==> src/sync_word_frame_receiver_assert.svh <==
// Assertion macros used by the sync word frame receiver RTL.
`ifndef SYNC_WORD_FRAME_RECEIVER_ASSERT_SVH
`define SYNC_WORD_FRAME_RECEIVER_ASSERT_SVH

// Checks that a condition holds in the same cycle as its trigger.
`define SWFR_ASSERT_NOW(label, trig, cond, msg) \
  label: assert property (@(posedge clk) disable iff (!rst_n) (trig) |-> (cond)) \
    else $error(msg);

// Checks that a condition holds in the cycle after its trigger.
`define SWFR_ASSERT_NEXT(label, trig, cond, msg) \
  label: assert property (@(posedge clk) disable iff (!rst_n) (trig) |=> (cond)) \
    else $error(msg);

`endif

==> src/swfr_pkg.sv <==
// Types, constants and codes of the sync word frame receiver.
package swfr_pkg;

  localparam int unsigned PAYLOAD_BYTES_DEF = 32;
  localparam int unsigned SYNC_LEN          = 4;
  localparam int unsigned FRAME_WORDS       = 8;
  localparam int unsigned FRAME_BYTES       = 4 * FRAME_WORDS;
  localparam int unsigned CFG_DATA_W        = 16;
  localparam int unsigned CFG_IDX_W         = 1;

  localparam logic [15:0] POLL_BUDGET_RST = 16'd1000;
  localparam logic [3:0]  FAIL_LIMIT_RST  = 4'd7;

  localparam logic [7:0] SYNC_WORD [SYNC_LEN] = '{8'h54, 8'h53, 8'h43, 8'h48};

  typedef enum logic [1:0] {
    ST_COMPLETE = 2'd0,
    ST_TIMEOUT  = 2'd1,
    ST_LOST     = 2'd2
  } status_t;

  typedef enum logic [CFG_IDX_W-1:0] {
    CFG_POLL_BUDGET = 1'b0,
    CFG_FAIL_LIMIT  = 1'b1
  } cfg_idx_t;

  typedef enum logic {
    KIND_BYTE = 1'b0,
    KIND_POLL = 1'b1
  } kind_t;

endpackage

==> src/swfr_in_if.sv <==
// Input event channel: one received byte or one empty poll per transfer.
interface swfr_in_if;
  logic       valid;
  logic       ready;
  logic       kind;
  logic [7:0] rx_byte;

  modport source (output valid, output kind, output rx_byte, input ready);
  modport sink (input valid, input kind, input rx_byte, output ready);
endinterface

==> src/swfr_out_if.sv <==
// Result channel: one frame or failure report per transfer.
interface swfr_out_if;
  logic               valid;
  logic               ready;
  logic [1:0]         status;
  logic [31:0]        timestamp;
  logic signed [31:0] quat_w;
  logic signed [31:0] quat_x;
  logic signed [31:0] quat_y;
  logic signed [31:0] quat_z;
  logic signed [31:0] gyro_x;
  logic signed [31:0] gyro_y;
  logic signed [31:0] gyro_z;

  modport source (output valid, output status, output timestamp, output quat_w,
                  output quat_x, output quat_y, output quat_z, output gyro_x,
                  output gyro_y, output gyro_z, input ready);
  modport sink (input valid, input status, input timestamp, input quat_w,
                input quat_x, input quat_y, input quat_z, input gyro_x,
                input gyro_y, input gyro_z, output ready);
endinterface

==> src/sync_word_frame_receiver.sv <==
// Top level of the sync word frame receiver: sync hunt, payload capture, timeouts.
//
//   port      direction  what one transfer carries
//   in_ch     sink       kind (byte or empty poll), rx_byte
//   out_ch    source     status, timestamp, quat_w/x/y/z, gyro_x/y/z
//   cfg_*     write      cfg_idx selects poll_budget or fail_limit
//
// One input transfer is taken per cycle unless stalled; all its work is done in
// that cycle and any result sits in the output register from the next cycle on.
// in_ch.ready is low only while a result waits and out_ch.ready is low.
// rst_n is synchronous: poll budget returns to 1000, fail limit to 7, and the
// sync hunt, payload count, poll counter and fail count restart.
module sync_word_frame_receiver
  import swfr_pkg::*;
#(
  parameter int unsigned PAYLOAD_BYTES = PAYLOAD_BYTES_DEF
) (
  input  logic                  clk,
  input  logic                  rst_n,
  input  logic                  cfg_we,
  input  logic [CFG_IDX_W-1:0]  cfg_idx,
  input  logic [CFG_DATA_W-1:0] cfg_wdata,
  swfr_in_if.sink               in_ch,
  swfr_out_if.source            out_ch
);

  localparam int unsigned CNT_W   = $clog2(PAYLOAD_BYTES);
  localparam int unsigned SHIFT_N = PAYLOAD_BYTES - 1;
  localparam logic [CNT_W-1:0] LAST_CNT = CNT_W'(PAYLOAD_BYTES - 1);
  localparam logic [2:0]       SYNC_DONE = 3'(SYNC_LEN);

  logic [15:0]      poll_budget_r;
  logic [3:0]       fail_limit_r;
  logic [2:0]       sync_matched_r, sync_matched_nxt;
  logic [CNT_W-1:0] payload_count_r, payload_count_nxt;
  logic [15:0]      polls_left_r, polls_left_nxt;
  logic [3:0]       failed_frames_r, failed_frames_nxt;
  logic [7:0]       shift_r [SHIFT_N];

  logic             out_valid_r;
  status_t          status_r, status_nxt;
  logic [31:0]      word_r [FRAME_WORDS];
  logic [31:0]      word_nxt [FRAME_WORDS];

  logic             in_fire;
  logic             out_load;
  logic             is_poll;
  logic             synced;
  logic             take_byte;
  logic [4:0]       fail_inc;
  logic [7:0]       frame_byte [FRAME_BYTES];

  assign in_ch.ready = !out_valid_r || out_ch.ready;
  assign in_fire     = in_ch.valid && in_ch.ready;
  assign is_poll     = (in_ch.kind == KIND_POLL);
  assign synced      = (sync_matched_r == SYNC_DONE);
  assign take_byte   = in_fire && !is_poll && synced;
  assign fail_inc    = {1'b0, failed_frames_r} + 5'd1;

  // Byte k of the finished frame: earlier bytes come from the shift line, the
  // last one is the byte of this transfer, and bytes past the payload read 0.
  for (genvar k = 0; k < FRAME_BYTES; k++) begin : g_frame
    if (k < SHIFT_N) begin : g_old
      assign frame_byte[k] = shift_r[k];
    end else if (k == SHIFT_N) begin : g_new
      assign frame_byte[k] = in_ch.rx_byte;
    end else begin : g_pad
      assign frame_byte[k] = 8'h00;
    end
  end

  always_comb begin
    sync_matched_nxt  = sync_matched_r;
    payload_count_nxt = payload_count_r;
    polls_left_nxt    = polls_left_r;
    failed_frames_nxt = failed_frames_r;
    status_nxt        = ST_COMPLETE;
    out_load          = 1'b0;
    for (int w = 0; w < FRAME_WORDS; w++) begin
      word_nxt[w] = 32'd0;
    end
    if (in_fire) begin
      if (is_poll) begin
        if (polls_left_r > 16'd1) begin
          polls_left_nxt = polls_left_r - 16'd1;
        end else begin
          out_load = 1'b1;
          if (fail_inc > {1'b0, fail_limit_r}) begin
            status_nxt        = ST_LOST;
            failed_frames_nxt = 4'd0;
          end else begin
            status_nxt        = ST_TIMEOUT;
            failed_frames_nxt = fail_inc[3:0];
          end
        end
      end else if (!synced) begin
        if (in_ch.rx_byte == SYNC_WORD[sync_matched_r[1:0]]) begin
          sync_matched_nxt = sync_matched_r + 3'd1;
        end else if (in_ch.rx_byte == SYNC_WORD[0]) begin
          sync_matched_nxt = 3'd1;
        end else begin
          sync_matched_nxt = 3'd0;
        end
      end else if (payload_count_r == LAST_CNT) begin
        out_load          = 1'b1;
        status_nxt        = ST_COMPLETE;
        failed_frames_nxt = 4'd0;
        for (int w = 0; w < FRAME_WORDS; w++) begin
          word_nxt[w] = {frame_byte[4*w+3], frame_byte[4*w+2],
                         frame_byte[4*w+1], frame_byte[4*w]};
        end
      end else begin
        payload_count_nxt = payload_count_r + CNT_W'(1);
      end
      // Any result starts the next frame afresh.
      if (out_load) begin
        sync_matched_nxt  = 3'd0;
        payload_count_nxt = '0;
        polls_left_nxt    = poll_budget_r;
      end
    end
  end

  always_ff @(posedge clk) begin
    if (!rst_n) begin
      poll_budget_r   <= POLL_BUDGET_RST;
      fail_limit_r    <= FAIL_LIMIT_RST;
      sync_matched_r  <= 3'd0;
      payload_count_r <= '0;
      polls_left_r    <= POLL_BUDGET_RST;
      failed_frames_r <= 4'd0;
      out_valid_r     <= 1'b0;
    end else begin
      if (cfg_we) begin
        case (cfg_idx)
          CFG_POLL_BUDGET: poll_budget_r <= cfg_wdata[15:0];
          CFG_FAIL_LIMIT:  fail_limit_r  <= cfg_wdata[3:0];
          default: ;
        endcase
      end
      sync_matched_r  <= sync_matched_nxt;
      payload_count_r <= payload_count_nxt;
      polls_left_r    <= polls_left_nxt;
      failed_frames_r <= failed_frames_nxt;
      if (out_load) begin
        out_valid_r <= 1'b1;
      end else if (out_ch.ready) begin
        out_valid_r <= 1'b0;
      end
    end
  end

  // Payload bytes march down a shift line, so byte k sits in a fixed place at
  // the end of the frame.
  always_ff @(posedge clk) begin
    if (take_byte) begin
      shift_r[SHIFT_N-1] <= in_ch.rx_byte;
      for (int i = 0; i < SHIFT_N - 1; i++) begin
        shift_r[i] <= shift_r[i+1];
      end
    end
  end

  always_ff @(posedge clk) begin
    if (out_load) begin
      status_r <= status_nxt;
      for (int w = 0; w < FRAME_WORDS; w++) begin
        word_r[w] <= word_nxt[w];
      end
    end
  end

  assign out_ch.valid     = out_valid_r;
  assign out_ch.status    = status_r;
  assign out_ch.timestamp = word_r[0];
  assign out_ch.quat_w    = word_r[1];
  assign out_ch.quat_x    = word_r[2];
  assign out_ch.quat_y    = word_r[3];
  assign out_ch.quat_z    = word_r[4];
  assign out_ch.gyro_x    = word_r[5];
  assign out_ch.gyro_y    = word_r[6];
  assign out_ch.gyro_z    = word_r[7];

  `include "sync_word_frame_receiver_assert.svh"

  `SWFR_ASSERT_NOW(a_sync_range, 1'b1, sync_matched_r <= SYNC_DONE, "sync count out of range")
  `SWFR_ASSERT_NOW(a_count_needs_sync, payload_count_r != '0, synced,
                   "payload counted without sync")
  `SWFR_ASSERT_NOW(a_stall_only_on_result, !in_ch.ready, out_valid_r,
                   "input stalled without a waiting result")
  `SWFR_ASSERT_NEXT(a_lost_clears, out_load && status_nxt == ST_LOST,
                    failed_frames_r == 4'd0, "fail count kept after device loss")
  `SWFR_ASSERT_NEXT(a_result_restarts, out_load,
                    sync_matched_r == 3'd0 && payload_count_r == '0 && out_valid_r,
                    "frame not restarted after a result")

endmodule
==> src/flat_wrapper.sv <==
// flat-port wrapper written by rule: the top's interface ports become plain ports
module sync_word_frame_receiver_flat import swfr_pkg::*;
#(
  parameter int unsigned PAYLOAD_BYTES = PAYLOAD_BYTES_DEF
)
  (clk, rst_n, cfg_we, cfg_idx, cfg_wdata, in_ch_valid, in_ch_kind, in_ch_rx_byte, in_ch_ready, out_ch_valid, out_ch_status, out_ch_timestamp, out_ch_quat_w, out_ch_quat_x, out_ch_quat_y, out_ch_quat_z, out_ch_gyro_x, out_ch_gyro_y, out_ch_gyro_z, out_ch_ready);
  swfr_in_if in_ch_i ();
  swfr_out_if out_ch_i ();
  input  logic clk;
  input  logic rst_n;
  input  logic cfg_we;
  input  logic [CFG_IDX_W-1:0] cfg_idx;
  input  logic [CFG_DATA_W-1:0] cfg_wdata;
  input wire logic [$bits(in_ch_i.valid)-1:0] in_ch_valid;
  input wire logic [$bits(in_ch_i.kind)-1:0] in_ch_kind;
  input wire logic [$bits(in_ch_i.rx_byte)-1:0] in_ch_rx_byte;
  output wire logic [$bits(in_ch_i.ready)-1:0] in_ch_ready;
  output wire logic [$bits(out_ch_i.valid)-1:0] out_ch_valid;
  output wire logic [$bits(out_ch_i.status)-1:0] out_ch_status;
  output wire logic [$bits(out_ch_i.timestamp)-1:0] out_ch_timestamp;
  output wire logic [$bits(out_ch_i.quat_w)-1:0] out_ch_quat_w;
  output wire logic [$bits(out_ch_i.quat_x)-1:0] out_ch_quat_x;
  output wire logic [$bits(out_ch_i.quat_y)-1:0] out_ch_quat_y;
  output wire logic [$bits(out_ch_i.quat_z)-1:0] out_ch_quat_z;
  output wire logic [$bits(out_ch_i.gyro_x)-1:0] out_ch_gyro_x;
  output wire logic [$bits(out_ch_i.gyro_y)-1:0] out_ch_gyro_y;
  output wire logic [$bits(out_ch_i.gyro_z)-1:0] out_ch_gyro_z;
  input wire logic [$bits(out_ch_i.ready)-1:0] out_ch_ready;
  assign in_ch_i.valid = in_ch_valid;
  assign in_ch_i.kind = in_ch_kind;
  assign in_ch_i.rx_byte = in_ch_rx_byte;
  assign in_ch_ready = in_ch_i.ready;
  assign out_ch_valid = out_ch_i.valid;
  assign out_ch_status = out_ch_i.status;
  assign out_ch_timestamp = out_ch_i.timestamp;
  assign out_ch_quat_w = out_ch_i.quat_w;
  assign out_ch_quat_x = out_ch_i.quat_x;
  assign out_ch_quat_y = out_ch_i.quat_y;
  assign out_ch_quat_z = out_ch_i.quat_z;
  assign out_ch_gyro_x = out_ch_i.gyro_x;
  assign out_ch_gyro_y = out_ch_i.gyro_y;
  assign out_ch_gyro_z = out_ch_i.gyro_z;
  assign out_ch_i.ready = out_ch_ready;
  sync_word_frame_receiver #(.PAYLOAD_BYTES(PAYLOAD_BYTES)) u_core (.clk(clk), .rst_n(rst_n), .cfg_we(cfg_we), .cfg_idx(cfg_idx), .cfg_wdata(cfg_wdata), .in_ch(in_ch_i), .out_ch(out_ch_i));
endmodule
==> config.mk <==
export PLATFORM = sky130hd
export DESIGN_NAME = sync_word_frame_receiver_flat
export DESIGN_NICKNAME = d
export VERILOG_FILES = /design/src/swfr_pkg.sv /design/src/swfr_in_if.sv /design/src/swfr_out_if.sv /design/src/sync_word_frame_receiver.sv /design/src/flat_wrapper.sv
export VERILOG_INCLUDE_DIRS = /design/src /design/src/src
export SDC_FILE = /design/constraint.sdc
export NUM_CORES = 1
export LEC_CHECK = 0
export ABC_AREA = 1
export BUFFER_PORTS_ARGS = -buffer_cell sky130_fd_sc_hd__clkbuf_2
export CAP_MARGIN = 5
export CORE_ASPECT_RATIO = 1.25
export CORE_MARGIN = 1
export CORE_UTILIZATION = 50
export DETAILED_ROUTE_END_ITERATION = 8
export GPL_ROUTABILITY_DRIVEN = 1
export PLACE_DENSITY = 0.71
export SYNTH_ARGS = -nofsm -noshare
export SYNTH_HDL_FRONTEND = slang
export SYNTH_SLANG_ARGS = --single-unit
==> constraint.sdc <==
create_clock -name clk -period 22.5 [get_ports clk]
set_clock_uncertainty 0.05 [all_clocks]
set_input_delay 4.5 -clock clk [delete_from_list [all_inputs] [get_ports clk]]
set_output_delay 4.5 -clock clk [all_outputs]
set_load 0.1 [all_outputs]
# --- Yosys cells after proc, flatten, opt, wreduce, memory -nomap -nowiden ---
# Memory sizes are Yosys's and may differ from the RTL's.
# Index checks and enable logic that the tools add are counted.
# Widths: inputs -> output; s select.
word_totals:
  regBits: 51
  latchBits: 0
  ramBits: 504
  rom_bits: 0
  inputBits: 31
  output_inout_bits: 260
  elab_cells: 85
  n_memories: 2
memory_table:
  columns: ["memory", "words", "width", "read_ports", "rd_ports_with_merged_regs", "write_ports", "line", "rtl"]
  rows:
  - ["u_core.word_r", 8, 32, 8, 0, 8, "sync_word_frame_receiver.sv:42", "logic [31:0] word_r [FRAME_WORDS];"]
  - ["u_core.shift_r", 31, 8, 31, 0, 31, "sync_word_frame_receiver.sv:38", "logic [7:0] shift_r [SHIFT_N];"]
op_classes:
  add_sub_neg: 4
  n_mul: 0
  n_div: 0
  magnitude_cmp: 3
  eq_ne: 8
  n_shift: 0
  n_mux: 37
  bitwise_logic: 4
  n_reduce_logical: 19
ops:
  columns: ["cell", "n"]
  rows:
  - ["$mux 256", 4]
  - ["$mux 16", 3]
  - ["$mux 4", 5]
  - ["$mux 5", 4]
  - ["$bmux 8 s2", 1]
  - ["$gt 16x1->1 const B", 1]
  - ["$mux 8", 2]
  - ["$sub 16x1->16 const B", 1]
  - ["$mux 1", 13]
  - ["$mux 3", 4]
  - ["$reduce_bool 2->1", 6]
  - ["$eq 8x7->1 const B", 1]
  - ["$eq 8x8->1", 1]
  - ["$reduce_and 4->1", 2]
  - ["$ne 2x2->1 const B", 3]
  - ["$reduce_and 3->1", 2]
  - ["$add 4x1->5 const B", 1]
  - ["$add 5x1->5 const B", 1]
  - ["$eq 5x5->1 const B", 1]
  - ["$gt 5x4->1", 1]
  - ["$reduce_and 2->1", 2]
  - ["$add 3x1->3 const B", 1]
  - ["$eq 3x3->1 const B", 1]
  - ["$ge 3x3->1 const B", 1]
  - ["8 further kinds", 13]

# --- Logic depth before layout (Yosys ltp) ---
# Gate-level depths: netlist (run 1).
logic_depth:
  depth_word: 9
  mapped_depth: 12
  depth_no_buf: 11

# --- Worst setup path before layout (run 1) ---
# OpenSTA, ideal clock, no wires.
synth_timing:
  path_type: "input port to flip-flop"
  from: "in out_ch_ready"
  to: "reg u_core.payload_count_r[2]"
  setup_time_ns: 0.071
  arrival_ns: 17.043
  required_time_ns: 22.379
  setup_slack_ns: 5.336
  path_stages: 8
  n_path_buf: 0
  path_cell_list: "inv_1 nand2_1 nand2_1 nor3_2 nand2_1 nand2_2 nand2_1 a21oi_1"
synth_via:
  elab_chain_cells: 3
synth_lines:
  columns: ["item", "line", "rtl"]
  rows:
  - ["start, declared", "flat_wrapper.sv:28", "input wire logic [$bits(out_ch_i.ready)-1:0] out_ch_ready;"]
  - ["$logic_or 1x1->1", "sync_word_frame_receiver.sv:53", "assign in_ch.ready = !out_valid_r || out_ch.ready;"]
  - ["net in_ch_ready", "flat_wrapper.sv:17", "output wire logic [$bits(in_ch_i.ready)-1:0] in_ch_ready;"]
  - ["$logic_and 1x1->1", "sync_word_frame_receiver.sv:54", "assign in_fire = in_ch.valid && in_ch.ready;"]
  - ["$reduce_and 4->1 (no line)", null, null]
  - ["end signal, assigned", "sync_word_frame_receiver.sv:142", "payload_count_r <= payload_count_nxt;"]
  - ["end, declared", "sync_word_frame_receiver.sv:35", "logic [CNT_W-1:0] payload_count_r, payload_count_nxt;"]
# The timed path passes the listed nets, and every way through them passes these cells.
# A chain may end at the register's enable or synchronous reset.

# --- Final worst setup path (run 1) ---
layout_timing:
  from: "in out_ch_ready"
  to: "out in_ch_ready"
layout_via:
  elab_chain_cells: 1
layout_lines:
  columns: ["item", "line"]
  rows:
  - ["$logic_or 1x1->1", "sync_word_frame_receiver.sv:53"]
  - ["end, declared", "flat_wrapper.sv:17"]
# No other way between the ends.

==> results list, run 1 <==
- Compared with the post-synthesis result, the final layout area differs by 17.8%.
- Pin count of the biggest net entering global routing: 187
- After global routing the overflow that remains totals 0.
- In the global route stage, overall resource usage came out at 0.185.
- The number of endpoints with negative hold slack in the final report is 0.
- In the final design database the tool counted 1811 nets.
- Before antenna repair, the detailed router went through 5 iterations.
- The worst setup path is launched from a primary input.
- For the final routed database, the setup TNS stands at 0 ps.
* Fraction of power spent switching nets: 0.194
- Headroom to the max-slew limit came out at 0.268.
- The share of total power dissipated in combinational logic is 0.014.
- The critical path is of the primary input to output pin type.
* Drt via density: 4.79
- Cell area power density: 84.2 nW/µm²
* Proportion of power drawn by the clock network: 0.420
* Leakage dissipation: 10.6 nW
* # rows: 81
- Internal power component: 0.00160 W
- After layout, the worst setup slack is roughly 13000 ps.
* Synth Area per Inst: 13.7 µm²
- Post-CTS repair timing setup buffer count: 0
- Port Buf Inserts: 290
- Counting every instance in the synthesized netlist gives around 1500.
* Detailed-route DRC error count: 0
- Maximum net fanout on the critical path: 3
- Achievable Freq: 103 MHz
- For the worst setup path, the data required time is 17950 ps.
- Number of hold-repair buffers added at the cts stage: 0
- Number of antenna violations at the first check in global routing: 2
* Portion of total power attributed to sequential cells: 0.566
- Maximum Capacitance Violations: 0
* Cell area after layout: 23600 µm²
- Number of levels the H-tree was split into: 2
- The routed design has 37700 µm of wire.
* Cell area after placement: between 20000 and 25000 µm²
- Data on the critical path arrives at its endpoint at 5160 ps.
- After synthesis the netlist holds a flip-flop and latch count of 555.
- The detail route stage leaves a number of antenna-violating nets equal to 0.
- Kind of path behind the tightest hold check: flip-flop to flip-flop
* Clock tree root buffer cell: clkbuf_16
- Setup repair after global routing left no endpoint under its margin.
- Setup violations remaining at the end of the flow were counted as 0.
* Total Die Area: 40900 µm²
- The core region is between 30000 and 40000 µm².
- Horizontal extent of the die: about 180 µm
- Top area cells in the synthesized netlist: edfxtp_1 76%, nor2_1 6.0%, inv_1 5.5%, dfxtp_1 4.9%, nand2_1 1.9%
* Initial core utilization: 0.510
- Syn Std Cell Area: approximately 20000 µm²
- The first global-routing pass estimated 58100 µm of wire.
* Synthesized Nets: 1502
- Setup WS pre-CTS: 12790 ps
- Worst-case vdd ir drop: 0.0652 mV
* Number of distinct standard cells referenced by the synthesized netlist: 36
- In the finished design, the share of the clock period the worst path needs comes to 0.432.
* Ant diodes: 0
* Clock sink count: approximately 560
- The via count of the first global-routing pass is 10900.
* Post-cts gate resize count: 0
* Outcome: finished, final reports clean
- For this design the top-level I/O count stands at between 200 and 300.
- Final HPWL from detailed placement: 24200 µm
- Warnings from Yosys: 0
- The clock reaches the later pin of the worst-skew pair after 570 ps.
- TritonCTS built the clock tree.
- Slew at the pin with the worst max-slew slack: 1100 ps
- Sequential element share of the synthesized area: 0.806
- Util after Layout: 0.601
- Placer's final routability congestion estimate: 0.819
* Number of buffers created by CTS: 51
* Routed vias: 11100
- Height of the die: 226 µm
* Synth top area share: 0.758
- Cell taking the most area after synthesis: edfxtp_1
* Minimum period implied by the final worst setup slack: 9710 ps
* Post-CTS clock slew at the launch and capture registers of the worst setup and hold paths: about 60 ps
- In the final layout, the share of cells above drive strength 1 is 0.214.
- STA classifies the critical path endpoint as an output pin.
- In this run, the number of DRC markers left after iteration 0 of detailed routing was 837.
- Slew Viols, Final: 0
- Counting along the longest clock path gives a buffer depth of 3.
* Sw Pwr: between 0.0003 and 0.0004 W
- In the final routed layout, each cell accounts on average for approximately 16 µm.
## registers in the layout (all words and copies together), names as in the netlist
| register | cells |
|---|---|
| u_core.failed_frames_r | 4 |
| u_core.word_r | 256 |
| u_core.poll_budget_r | 16 |
| u_core.shift_r | 248 |
| u_core.fail_limit_r | 4 |
| u_core.payload_count_r | 5 |
| u_core.polls_left_r | 16 |
| u_core.out_ch.valid | 1 |
| u_core.out_ch.status | 2 |
| u_core.sync_matched_r | 3 |
## cell usage after synthesis, drive strengths merged
cell type,instances
nor3,6
o2111ai,1
edfxtp,506
clkinv,1
xor2,11
or2,1
nand2,104
a21oi,32
buf,33
nand4,2
and3,1
nand3,37
dfxtp,49
clkbuf,8
xnor2,4
and2,1
o21ai,21
ha,11
nor4,1
inv,295
a31oi,2
o211ai,7
o21bai,1
nor2,325
## per-layer routing
metal	up-vias	track usage	routed length [µm]
li1	5373	-	-
met5	-	0	0
met2	358	0.328	19500
met3	64	0.0455	2660
met1	5268	0.219	14500
met4	0	0.0667	1030
## critical path: stages
cell      delay (ps)
clkbuf_2          80
inv_1             30
nand2_1           90
clkbuf_2         470
## stage by stage
| step | hold WS (ps) | power, W | cells |
|---|---|---|---|
| 2_1_floorplan | 376 | 0.00117 | 1460 |
| 3_3_place_gp | 378 | 0.00117 | 2214 |
| 3_5_place_dp | 382 | 0.00118 | 2214 |
| 4_1_cts | 385 | 0.00201 | 2309 |
| 5_1_grt | 396 | 0.00205 | 2309 |
| 6_report | 383 | 0.00199 | 2309 |
## power groups by stage
stage | Clock (W) | Combinational (W) | Sequential, W
floorplan | 0 | 0.0000190 | 0.00115
global placement | 0 | 0.0000263 | 0.00115
detailed placement | 0 | 0.0000271 | 0.00115
CTS | 0.000851 | 0.0000275 | 0.00113
global route | 0.000890 | 0.0000313 | 0.00113
finish | 0.000835 | 0.0000272 | 0.00113
## cell families after synthesis
kind of cell	synth area share
adder cells (fa/ha/maj)	0.00686
AO/OA/AOI/OAI	0.0173
buffers and inverters	0.0660
XOR/XNOR	0.00655
AND/OR/NAND/NOR	0.0968
flip-flops	0.806
## worst paths after layout
kind / start / to / slack (ps) / cells after the start
worst min register to register: u_core.shift_r[0][95]$_DFFE_PP_ / u_core.shift_r[0][87]$_DFFE_PP_ / 380 / 0
worst min-delay path: u_core.shift_r[0][95]$_DFFE_PP_ / u_core.shift_r[0][87]$_DFFE_PP_ / 380 / 0
worst max register to register: u_core.payload_count_r[0]$_SDFFE_PN0P_ / u_core.word_r[1][10]$_SDFFCE_PP0P_ / 18740 / 8
worst max-delay path: out_ch_ready / in_ch_ready / 12790 / 4
## area by class of cell
class	instances	area, µm²
Sequential cell	555	16200
Tap cell	498	623
Timing Repair Buffer	297	1520
Clock inverter	29	250
Inverter	296	1120
Clock buffer	66	1360
Fill cell	3011	15700
Multi-Input combinational cell	568	2570
## layout by cell type (no fill, tap or decap), types with 2 or more instances in the layout
cell       count
a21oi_1       32
a31oi_1        2
buf_4          6
bufinv_16      4
clkbuf_1      13
clkbuf_16     52
clkbuf_2     290
clkinv_1      12
clkinv_2      11
dfxtp_1       49
edfxtp_1     506
ha_1          11
inv_1        292
inv_2          2
nand2_1       98
nand2_2        2
nand2_4        3
nand3_1       36
nand4_1        2
nor2_1       318
nor2_2         4
nor2_4         3
nor3_1         5
o211ai_1       7
o21ai_0       18
o21ai_1        3
xnor2_1        4
xor2_1        11
No activity file was read; power rests on OpenSTA's default activity.
==> run 2: changes to the inputs <==
clock period = 9.4 ns   (was 22.5 ns; I/O delays follow)
==> results list, run 2 (same netlist as run 1, synthesis figures left out) <==
- Outcome: finished, final reports clean
* Cell mode on critical path: clkbuf_2
* Ratio of cells with drive above 1 in the final layout: 0.219 (+0.00521)
- Slowest stage cell on the critical path: clkbuf_2
* Worst-case vdd ir drop: 0.136 mV (+110%)
- Initial core utilization: 0.510 (unchanged)
- Wire length of the first global-routing pass: 57700 µm (-0.76%)
* Number of routed nets with antenna violations: 0 (unchanged)
- In the finished design, the share of the clock period the worst path needs comes to 0.477.
- The total number of clock tree sinks was 555 (unchanged).
- The data arrival time at the worst-slack endpoint was 2560 ps (-2600 ps).
- The number of nets at the end of the flow came to 1811 (unchanged).
* Area grow syn2layout: 18.5%
- Number of flip-flops in the largest register: 256 (unchanged)
- The tightest min-delay check is of the flip-flop to flip-flop type.
- Number of primary I/O pins: 291 (unchanged)
- Number of buffers created by CTS: 51 (unchanged)
- The die height was 226 µm (unchanged).
- Post-CTS clock slew at the launch and capture registers of the worst setup and hold paths: 60 ps (about the same)
- The maximum fanout count along the critical path came to 3 (unchanged).
* Setup slack of the most critical reg-to-reg path: 5700 ps (-13040 ps)
- TritonCTS built the clock tree.
- Buffer levels on the longest clock path: 3 (unchanged)
* Util after Layout: 0.605 (+0.00398)
* Overall overflow remaining after global route: 0 (unchanged)
* Minimum period implied by the final worst setup slack: 4490 ps
* Critical-path cell list: clkbuf_2, inv_1, nand2_8, clkbuf_2
- The total power divided by cell area came to 206 nW/µm² (+150%).
* Drt total wl: 38100 µm (+0.98%)
- Clock latency reported for the late side of the worst-skew pair: 570 ps (about the same)
- The final standard cell area without fillers came to 23800 µm² (+0.66%).
* Slew at the pin with the worst max-slew slack: 992 ps (-107 ps)
* Setup repair after global routing missed its margin: no
- Drt via density: 4.86 (+1.4%)
- Gr usage total: 0.184 (-0.00119)
- Clock tree root buffer cell: clkbuf_16
* Rel. slew slack: 0.339 (+0.0712)
- Buffering stage count on the worst path with inverters included: 3 (unchanged)
* Final HPWL from detailed placement: 24400 µm (+0.76%)
* Detailed-route DRC error count: 0 (unchanged)
- The pin count of the biggest net entering global routing is 172 (-8.0%).
- Number of hold-repair buffers added at the cts stage: 0 (unchanged)
- The cell family contributing the most delay on the critical path is buffers and inverters.
- The number of placement rows is 81 (unchanged).
- The via count of the first global-routing pass was 10700 (-1.4%).
* Filler Cell Count: 2986 (-0.83%)
* Slew Viols, Final: 0 (unchanged)
* Startpoint types: primary input
* Final setup violation count: 0 (unchanged)
- Ranked by flip-flop count, first place goes to u_core.word_r.
- The number of gates given a new drive strength after cts came to 0 (unchanged).
* Largest stage delay on the critical path: 450 ps (-20 ps)
- Biggest regs: u_core.word_r x256, u_core.shift_r x248
- Number of antenna violations at the first check in global routing: 0 (-2)
- Placer's final routability congestion estimate: 0.852 (+4.0%)
- Core region area: 39300 µm² (unchanged)
* Port Buf Inserts: 290 (unchanged)
- For this run, the top clock speed supported by timing is 223 MHz.
* Number of levels the H-tree was split into: 2 (unchanged)
- Worst EP required: 7470 ps (-10480 ps)
* Leakage dissipation: 10.7 nW (+0.65%)
- Commonest non-fill, non-tap cell in the layout: edfxtp_1
- Total Die Area: 40900 µm² (unchanged)
- The routed wirelength normalized by instance count is 16.5 µm (+1.1%).
- Horizontal extent of the die: 181 µm (unchanged)
- Maximum Capacitance Violations: 0 (unchanged)
* DRT Pass-1 Iters: 5 (unchanged)
- The worst setup path is captured at an output pin.
- Detailed Route Iter0 Violations: 856 (+2.3%)
* Commonest cells after routing, fill and taps aside: 506 x edfxtp_1, 318 x nor2_1, 293 x inv_1
- Routed vias: 11200 (+1.3%)
- The instance area after placement is 22000 µm² (+0.11%).
* Worst Setup Path Type: primary input to output pin
- Post-route total power: 0.00491 W (+150%)
- Post-layout worst setup margin: 4910 ps (-7870 ps)
- The number of endpoints with negative hold slack in the final report was 0 (unchanged).
* Ant diodes: 0 (unchanged)
- The placement-stage worst setup slack was 4560 ps (-8230 ps).
- The setup fix buffers added after clock tree synthesis was 0 (unchanged).
[run 2: changes by cell type in the layout (fill, tap and decap cells not counted), sizes merged]
| cell | change |
|---|---|
| bufinv | +4 |
| clkbuf | -5 |
| clkinv | -4 |
| clkinvlp | +1 |
| inv | +2 |
[run 2: power breakdown]
part | total (W) | leakage, nW | switching, W | internal, W
Clock | 0.00214 | 0.862 | 0.000884 | 0.00126
Combinational | 0.0000661 | 4.19 | 0.0000445 | 0.0000216
Sequential | 0.00270 | 5.63 | 0.0000141 | 0.00268
[run 2: area by class of cell]
class | instances | area, µm² | area share
sequential | 555 | 16200 | 0.680
clock buffer | 61 | 1370 | 0.0574
inverter | 296 | 1120 | 0.0470
clock inverter | 32 | 382 | 0.0161
tap | 498 | 623 | 0.0262
timing repair buffer | 297 | 1520 | 0.0638
multi-input combinational | 568 | 2590 | 0.109
[run 2: worst paths after layout]
| check | start | end | cells after the start |
|---|---|---|---|
| max | out_ch_ready | in_ch_ready | 4 |
| max reg2reg | u_core.payload_count_r[0]$_SDFFE_PN0P_ | u_core.word_r[0][75]$_SDFFCE_PP0P_ | 8 |
| min | u_core.shift_r[0][80]$_DFFE_PP_ | u_core.shift_r[0][72]$_DFFE_PP_ | 0 |
| min reg2reg | u_core.shift_r[0][80]$_DFFE_PP_ | u_core.shift_r[0][72]$_DFFE_PP_ | 0 |
[run 2: layer usage]
metal / GRT usage / wire (µm) / vias to the layer above / share of wire
li1: - / - / 5376 / -
met1: 0.225 / 15100 / 5387 / 0.40
met2: 0.326 / 19700 / 376 / 0.52
met3: 0.0393 / 2400 / 65 / 0.063
met4: 0.0593 / 907 / 0 / 0.024
met5: 0 / 0 / - / 0
[run 2: per-stage QoR]
step	std cells	hold slack [ps]	TNS, ps
2_1_floorplan	1460	376	-787
3_3_place_gp	2214	378	0
3_5_place_dp	2214	382	0
4_1_cts	2307	393	0
5_1_grt	2307	404	0
6_report	2307	396	0
==> run 3: changes to the inputs <==
PLACE_DENSITY = 0.74   (was 0.71)
clock period = 4 ns   (was 9.4 ns; I/O delays follow)
==> results list, run 3 (same netlist as run 1, synthesis figures left out) <==
- The largest registers in the layout are u_core.word_r x256, u_core.shift_r x248.
- Maximum Capacitance Violations: 0 (unchanged)
- The total I/O pin count was 291 (unchanged).
- The setup slack on the worst flop-to-flop path is 1140 ps (-4560 ps).
* # rows: 81 (unchanged)
- Tracing the worst setup path back leads to its startpoint at u_core.payload_count_r[0]$_SDFFE_PN0P_.
- The worst voltage drop across the vdd grid came to 0.331 mV (+140%).
- Leaving out fill and tap cells, the most frequent cell in the layout is edfxtp_1.
* Global-route met1 utilization: 0.220 (-0.00459)
- The pin count of the biggest net entering global routing is 257 (+49%).
- Endpoint of the worst register-to-register path: u_core.word_r[1][25]$_SDFFCE_PP0P_
* Total Die Area: 40900 µm² (unchanged)
- The routed wirelength normalized by instance count was 16.5 µm (about the same).
* Number of antenna violations at the first check in global routing: 1 (+1)
- Wire length of the first global-routing pass: 58200 µm (+0.86%)
* Number of cells in the finished layout apart from fillers: 2314 (+0.30%)
- In this run the worst setup path terminates at u_core.word_r[1][25]$_SDFFCE_PP0P_.
- The average vias per placed instance is 4.82 (-0.80%).
* Vias in the first global route: 10900 (+1.5%)
* Clock tree root buffer cell: clkbuf_16
- The instance area after placement is 22100 µm² (+0.52%).
* Kind of path behind the tightest hold check: flip-flop to flip-flop
* Startpoint of the most critical register-to-register path: u_core.payload_count_r[0]$_SDFFE_PN0P_
- The slew of the pin with the lowest slew margin was 1250 ps (+256 ps).
- Maximum net fanout on the critical path: 83 (+80)
* Routed vias: 11100 (-0.50%)
* Height of the die: 226 µm (unchanged)
* Minimum period implied by the final worst setup slack: ~2900 ps
- The proportion of layout cells with a drive suffix above 1 came to 0.219 (-0.000293).
- The hold slack came to 389 ps (-6.62 ps).
* Worst EP required: 4190 ps (-3280 ps)
* Clock tree from TritonCTS: built
- Final setup violation count: 0 (unchanged)
* Placer's final routability congestion estimate: 0.855 (+0.34%)
- The data arrival time at the worst-slack endpoint was 3060 ps (+500 ps).
- Gr usage total: 0.187 (+0.00265)
* Buffer levels on the longest clock path: 3 (unchanged)
- Cell area power density: 478 nW/µm² (+130%)
- The post-detailed-routing wire length was 38200 µm (+0.26%).
- STA classifies the critical path endpoint as a flip-flop.
- Met3 Usage GRT: 0.0519 (+0.0126)
* Post-layout worst setup margin: 1140 ps (-3780 ps)
* Leakage dissipation: 10.7 nW (+0.17%)
* Grt met2 use: 0.332 (+0.00596)
- The total number of clock tree sinks is 555 (unchanged).
- In this run the most critical hold path is launched from u_core.shift_r[0][125]$_DFFE_PP_.
- Achievable Freq: 349 MHz
- Number of routed nets with antenna violations: 0 (unchanged)
* Outcome: finished, final reports clean
- Setup repair after global routing left no endpoint under its margin.
- Startpoint types: flip-flop
- Post-route clock period utilization: 0.716
- Ant diodes: 0 (unchanged)
- Final HPWL from detailed placement: 25000 µm (+2.7%)
- Worst Setup Path Type: flip-flop to flip-flop
- Detailed-route DRC error count: 0 (unchanged)
* Final net count: 1816 (+0.28%)
* Post-CTS clock slew at the launch and capture registers of the worst setup and hold paths: 60 ps (about the same)
* Number of levels the H-tree was split into: 2 (unchanged)
* Placed Instances: 2219 (+0.23%)
* Number of hold-repair buffers added at the cts stage: 0 (unchanged)
- The setup fix buffers added after clock tree synthesis was 0 (unchanged).
- Core region area: 39300 µm² (unchanged)
- The count of input and output buffers was 290 (unchanged).
- The total grt overflow came to 0 (unchanged).
- From synthesis to final layout, the design area changed by 18.9%.
- Setup WS pre-CTS: 1060 ps (-3500 ps)
* Post-cts gate resize count: 0 (unchanged)
- The worst-case headroom to the max-slew limit was 0.168 (-0.171).
- The final standard cell utilization of the core was 0.606 (+0.00181).
* Detailed Route Iter0 Violations: 894 (+4.4%)
- The x dimension of the die is 181 µm (unchanged).
- Endpoints failing hold: 0 (unchanged)
- The final standard cell area without fillers came to 23800 µm² (+0.30%).
- Register with the most flip-flops: u_core.word_r
* Commonest cells after routing, fill and taps aside: 506 x edfxtp_1, 318 x nor2_1, 292 x inv_1
* Initial core utilization: 0.510 (unchanged)
- The number of buffers created by CTS came to 51 (unchanged).
* GRT Max-Usage Layer: met2
* DRT Pass-1 Iters: 5 (unchanged)
* Filler Cell Count: 2997 (+0.37%)
- The clock latency of the later-clocked register in the worst-skew pair came to 570 ps (about the same).
* Slew Viols, Final: 0 (unchanged)
- The number of cells on the worst reg-to-reg path is 8 (unchanged).
- The number of flip-flops in the largest register was 256 (unchanged).
-- run 3: cell count changes in the layout (fill, tap and decap cells not counted), sizes merged --
cell and change:
clkbuf +1, buf +5, clkinv +2, bufinv -1
-- run 3: layout make-up --
cell class / count / area (µm²) / area share
clock buffers: 62 / 1350 / 0.0566
clock inverters: 33 / 355 / 0.0149
inverters: 296 / 1120 / 0.0469
multi-input cells: 568 / 2590 / 0.109
flip-flops and latches: 555 / 16200 / 0.678
well taps: 498 / 623 / 0.0261
repair buffers: 302 / 1630 / 0.0683
-- run 3: worst min-delay path by stage --
stage	end	depth (start not counted)	slack, ps
final	u_core.shift_r[0][117]$_DFFE_PP_	0	390
after CTS	u_core.shift_r[1][118]$_DFFE_PP_	1	370
after global routing	u_core.shift_r[1][118]$_DFFE_PP_	1	370
after global placement	u_core.shift_r[0][95]$_DFFE_PP_	0	380
after floorplan	u_core.shift_r[0][0]$_DFFE_PP_	0	380
after detailed placement	u_core.shift_r[1][67]$_DFFE_PP_	0	380
-- run 3: power by group --
group	internal, W	switching (W)	total, W
sequential	0.00630	0.0000334	0.00634
clock	0.00286	0.00204	0.00491
combinational	0.0000521	0.000104	0.000156
total	0.00922	0.00218	0.0114
-- run 3: worst max-delay path, cell delays in order, from the launching register on --
cell and delay, ps:
dfxtp_1 370, ha_1 200, and3_1 170, ha_1 270, nand3_2 200, nand2_8 230, nand2_4 160, inv_8 440
buf_12 330
-- run 3: stage by stage --
step / total power (W) / TNS [ps]
after floorplan: 0.00656 / -2771640
after detailed placement: 0.00662 / 0
final: 0.0114 / 0
after CTS: 0.0115 / 0
after global routing: 0.0117 / 0
after global placement: 0.00661 / 0
-- run 3: layer usage --
layer	vias up	wire, µm
li1	5388	-
met4	0	870
met1	5316	14700
met5	-	0
met2	387	19700
met3	57	3010
